$ cat config.mk
export PLATFORM = sky130hd
export DESIGN_NAME = mtp_div
export DESIGN_NICKNAME = d
export VERILOG_FILES = /design/src/sv/mtp_pkg.sv /design/src/sv/mtp_div.sv
export SDC_FILE = /design/constraint.sdc
export NUM_CORES = 1
export LEC_CHECK = 0
export ABC_CLOCK_PERIOD_IN_PS = 3100
export CORE_UTILIZATION = 45
export CTS_BUF_LIST = sky130_fd_sc_hd__clkbuf_8
export DETAILED_ROUTE_END_ITERATION = 8
export DONT_BUFFER_PORTS = 1
export GPL_TIMING_DRIVEN = 0
export PLACE_DENSITY = 0.65
export SYNTH_ARGS = -nofsm -noshare
export SYNTH_HDL_FRONTEND = slang
export SYNTH_SLANG_ARGS = --single-unit
$ cat constraint.sdc
create_clock -name clock -period 3.1 [get_ports clock]
set_input_delay 0 -clock clock [delete_from_list [all_inputs] [get_ports clock]]
set_output_delay 0 -clock clock [all_outputs]
set_load 0.01 [all_outputs]
$ cat src/sv/mtp_pkg.sv
// Shared types, codes and constants of the multiclass thread picker.
package mtp_pkg;

   localparam int SLOTS_DEF  = 64;
   localparam int LEVELS_DEF = 32;
   localparam int CPUS_DEF   = 8;

   localparam int KEY_W  = 48;
   localparam int LVL_W  = 6;
   localparam int AGE_W  = 32;
   localparam int RANK_W = KEY_W + LVL_W + AGE_W;

   // batch charge: (ran << 10) / weight
   localparam int WEIGHT_SHIFT = 10;
   localparam int DIVIDEND_W   = 40 + WEIGHT_SHIFT;
   localparam int DIVISOR_W    = 20;
   localparam logic [DIVISOR_W-1:0] WEIGHT_UNIT = 20'd1024;

   localparam int CSR_IDX_W  = 2;
   localparam int CSR_DATA_W = 32;
   localparam logic [CSR_IDX_W-1:0] CSR_BASE_SLICE = 2'd0;
   localparam logic [CSR_IDX_W-1:0] CSR_MAX_SLICE  = 2'd1;
   localparam logic [CSR_IDX_W-1:0] CSR_INF_SLICE  = 2'd2;
   localparam logic [CSR_IDX_W-1:0] CSR_SLICE_STEP = 2'd3;

   localparam logic [31:0] BASE_SLICE_RST = 32'd4000000;
   localparam logic [31:0] MAX_SLICE_RST  = 32'd40000000;
   localparam logic [31:0] INF_SLICE_RST  = 32'd8000000;
   localparam logic [31:0] SLICE_STEP_RST = 32'd500000;

   typedef enum logic [1:0] {
      OP_ENQUEUE = 2'd0,
      OP_PICK    = 2'd1,
      OP_CHARGE  = 2'd2,
      OP_REMOVE  = 2'd3
   } op_type;

   typedef enum logic [1:0] {
      KIND_RT    = 2'd0,
      KIND_INF   = 2'd1,
      KIND_INTER = 2'd2,
      KIND_BATCH = 2'd3
   } kind_type;

   typedef enum logic [1:0] {
      ST_OK       = 2'd0,
      ST_EMPTY    = 2'd1,
      ST_CONFLICT = 2'd2
   } status_type;

   typedef struct packed {
      op_type      operation;
      logic [5:0]  slot;
      kind_type    sched_kind;
      logic [5:0]  prio_level;
      logic [47:0] abs_deadline;
      logic [39:0] period_budget;
      logic [39:0] budget_remaining;
      logic [19:0] fair_weight;
      logic [7:0]  cpu_mask;
      logic [47:0] virtual_runtime;
      logic [2:0]  cpu_id;
      logic [39:0] ran_ns;
   } req_type;

   typedef struct packed {
      status_type  status;
      logic [5:0]  chosen_slot;
      logic [31:0] slice_out_ns;
      logic        overrun_pick;
      logic [47:0] vruntime_out;
      logic [39:0] budget_left_out;
   } rsp_type;

   typedef struct packed {
      kind_type    kind;
      logic [5:0]  level;
      logic [47:0] deadline;
      logic [39:0] budget;
      logic [39:0] budget_left;
      logic [19:0] weight;
      logic [7:0]  cpus;
      logic [47:0] vruntime;
      logic [31:0] order;
   } slot_rec_type;

endpackage

$ cat src/sv/mtp_div.sv
// Restoring divider, one quotient bit per cycle, for the batch charge.
module mtp_div (
   input  logic                             clock,
   input  logic                             reset,
   input  logic                             start,
   input  logic [mtp_pkg::DIVIDEND_W-1:0]   dividend,
   input  logic [mtp_pkg::DIVISOR_W-1:0]    divisor,
   output logic                             busy,
   output logic [mtp_pkg::DIVIDEND_W-1:0]   quotient
);

   localparam int CNT_W = $clog2(mtp_pkg::DIVIDEND_W + 1);

   logic [mtp_pkg::DIVIDEND_W-1:0] quo_ff, quo_in;
   logic [mtp_pkg::DIVISOR_W-1:0]  rem_ff, rem_in;
   logic [mtp_pkg::DIVISOR_W-1:0]  div_ff;
   logic [CNT_W-1:0]               cnt_ff;
   logic                           busy_ff;
   logic [mtp_pkg::DIVISOR_W:0]    rem_sh;
   logic                           fits;

   always_comb begin
      rem_sh = {rem_ff, quo_ff[mtp_pkg::DIVIDEND_W-1]};
      fits   = rem_sh >= {1'b0, div_ff};
      rem_in = fits ? mtp_pkg::DIVISOR_W'(rem_sh - {1'b0, div_ff})
                    : rem_sh[mtp_pkg::DIVISOR_W-1:0];
      quo_in = {quo_ff[mtp_pkg::DIVIDEND_W-2:0], fits};
   end

   always_ff @(posedge clock) begin
      if (reset) begin
         busy_ff <= 1'b0;
         cnt_ff  <= '0;
      end else if (start) begin
         busy_ff <= 1'b1;
         cnt_ff  <= CNT_W'(mtp_pkg::DIVIDEND_W);
      end else if (busy_ff) begin
         cnt_ff <= cnt_ff - 1'b1;
         if (cnt_ff == CNT_W'(1)) begin
            busy_ff <= 1'b0;
         end
      end
   end

   always_ff @(posedge clock) begin
      if (start) begin
         quo_ff <= dividend;
         rem_ff <= '0;
         div_ff <= divisor;
      end else if (busy_ff) begin
         quo_ff <= quo_in;
         rem_ff <= rem_in;
      end
   end

   assign busy     = busy_ff;
   assign quotient = quo_ff;

endmodule

==> flow_metrics.tcl <==
set metrics [dict create \
    cts_resized 0 \
    crit_required_ps 3400 \
    post_cts_buffers 0 \
    grt_pass1_wl_mm 18.1 \
    cp-end-kind "register" \
    crit_path_top_delay_cell "o21ai_2" \
    rows 37 \
    path_clk_slew_ps 90 \
    post-route-drc-count 0 \
    ir_worst_vdd_mv 0.344 \
    grt_max_degree 49 \
    critical-path-max-stage-delay_ps 400 \
    worstSkewPairLatency_ps 380 \
    yosysUniqueCellTypes 49 \
    grt_remaining_overflow 0 \
    die_y_um 107 \
    ys_seq_area_share_pct 53.2 \
    layout-drive-gt1-share_pct 14.0 \
    initial_utilization_pct 47.2 \
    synth.avg_cell_area_um2 11.7 \
    die_area_um2 11500 \
    synth_top_family_by_area "multiplexers" \
    stdcell_count 649 \
    cts-htree-levels 3 \
    antenna_cells 0 \
    first_global_vias 3628 \
    fin_tns_setup_ps 0 \
    area_growth_pct 21.7 \
    drtIter0Drc 171 \
    muxShareOfSynthArea_pct 13.8 \
    layout_common_cells "72 x dlygate4sd3_1, 70 x edfxtp_1, 49 x mux2_2, 37 x nand2_1" \
    skew_ps 6.80 \
    portBuffers 0 \
    p_per_area_nw_per_um2 450 \
    clkPwrFrac_pct 26.5 \
    p_leak_nw 2.34 \
    cts.sinks 97 \
    hold_viol 0 \
    synth_top_area_share_pct 42.3 \
    finalMaxSlewViolations 0 \
    tightest_slew_ps 1150 \
    power_frac_seq_pct 59.5 \
    num-fill-cells 845 \
    p_sw_mw 0.723 \
    post-route-util_pct 57.5 \
    cp_max_fo 7 \
    maxSlewHeadroom_pct 23.3 \
    antenna_found_initial 0 \
    die_w_um 107 \
    placed_area_um2 5150 \
    crit_type "register to register" \
    first_pass_iters 5 \
    synth-adder-area-share_pct 5.95 \
    synth_xor_area_share_pct 3.88 \
    final_common_cell "dlygate4sd3_1" \
    pin_count 124 \
    outcome "completed" \
    yosys_warnings 0 \
    synth-compound-area-share_pct 11.0 \
    route.antenna.remaining_nets 0 \
    ys.flop_type "edfxtp_1" \
    cts_buffer_depth 2 \
    syn-cell-area_um2 4960 \
    routedWlPerCell_um 17.6 \
    rsz0062_at_grt "false" \
    syn_inst 424 \
    syn-num-nets 520 \
    synth_edf_count 70 \
    synth_simple_gate_area_share_pct 8.90 \
    place_congestion 0.847 \
    fmax_ghz 0.372 \
    cts_tree "built" \
    dp_cells 561 \
    wirelength_mm 11.4 \
    hold_path.class "primary input to register" \
    post_drt_via_cell_ratio 5.47 \
    synth_seq_cells 97 \
    yosys-top-cells-area "edfxtp_1 42%, mux2_2 11%, dfxtp_1 11%" \
    finalCritPeriodShare_pct 86.8 \
    nets 604 \
    crit_arrival_ps 2990 \
    fp.coreArea_um2 10500 \
    place_hpwl_mm 7.56 \
    holdWs_ps 246 \
    p_sw_share_pct 26.6 \
    yosysTopAreaCell "edfxtp_1" \
    path_cells "inv_1, ha_1, buf_2, a21oi_2, o21a_1, o21ai_1, a221o_1, o21ai_2, mux2_1, a211oi_1" \
    pwr-share-comb_pct 14.0 \
    intPower_mw 2.00 \
    numCtsBuffers 9 \
    setup_violations 0 \
    drv_cap 0 \
    grt_usage_pct 21.1 \
    final.setup.worst_slack_ps 410 \
    cts-root-buf "clkbuf_8" \
    vias 3547 \
    async_flop_share_pct 0 \
    fin_area_um2 6040 \
    worstSetupStartpointType "register" \
    pre_cts_ws_ps 466 \
    finalPower_mw 2.72 \
    period_needed_ps 2690 \
]
## cells by family after synthesis
kind of cell / after synthesis
AND/OR/NAND/NOR: 95
AO/OA/AOI/OAI: 84
XOR/XNOR: 22
multiplexers: 62
adder cells (fa/ha/maj): 23
flip-flops: 97
buffers and inverters: 41
## repair_timing
| action | in CTS | in global routing |
|---|---|---|
| hold buffers | 72 | 0 |
| endpoints found under the setup margin | 0 | 0 |
| hold endpoints to repair | 97 | 0 |
## Yosys cell counts, types with 2 or more instances
master    instances
and3_1            2
mux2i_1          12
a32oi_1           2
a221o_1           2
nand2b_1          7
and2_1            5
a21o_1            8
xor2_1            8
a31oi_1           3
o21a_1            2
nand2_1          37
nor3_1            6
a211oi_1          2
a211o_1           3
o21ai_1          16
o21ai_0          14
nor2b_1           3
edfxtp_1         70
buf_2             3
nor2_1           22
nand4_1           2
xnor2_1          14
clkbuf_1         10
o221ai_1          3
inv_1            26
nand3_1           5
a21oi_1          18
dfxtp_1          27
ha_1             22
mux2_2           49
a41o_1            3
## per-layer routing
layer,wire (um),vias to the layer above,GRT usage (%)
met1,4760,1678,24.6
met5,0,-,0
li1,-,1726,-
met4,182,0,7.83
met3,923,11,7.36
met2,5560,132,35.6
## worst paths after layout
| check | startpoint | to | slack (ps) | depth (start not counted) |
|---|---|---|---|---|
| setup / recovery | div_ff[8] | rem_ff[0] | 410 | 10 |
| hold / removal | divisor[11] | div_ff[11] | 250 | 1 |
| setup reg to reg | div_ff[8] | rem_ff[0] | 410 | 10 |
| hold reg to reg | rem_ff[3] | rem_ff[3] | 470 | 2 |
## state kept, by name, summed over array words and instances (netlist names)
signal    flops
quotient     50
busy          1
cnt_ff        6
div_ff       20
rem_ff       20
## final cells by class
cell class	count	area, um2	share of cell area (%)
clock buffers	9	124	2.05
multi-input cells	286	2160	35.7
flip-flops and latches	97	2640	43.7
inverters	26	97.6	1.62
repair buffers	73	741	12.3
clock inverters	7	41.3	0.684
well taps	136	170	2.82
plain buffers	15	67.6	1.12
## worst max-delay path: cells and delay by family, from the launching register on
kind / cells / cell delay [ps]
compound gates: 6 / 1400
fa+ha+maj: 1 / 220
buf+inv: 2 / 250
flops: 1 / 390
mux: 1 / 360
## power groups by stage
| stage | logic (mW) | clock network [mW] | registers, mW |
|---|---|---|---|
| 2_1_floorplan | 0.240 | 0 | 1.62 |
| 3_3_place_gp | 0.282 | 0 | 1.65 |
| 3_5_place_dp | 0.297 | 0 | 1.64 |
| 4_1_cts | 0.376 | 0.743 | 1.62 |
| 5_1_grt | 0.418 | 0.793 | 1.63 |
| 6_report | 0.380 | 0.722 | 1.62 |
No activity file was read; power rests on OpenSTA's default activity.
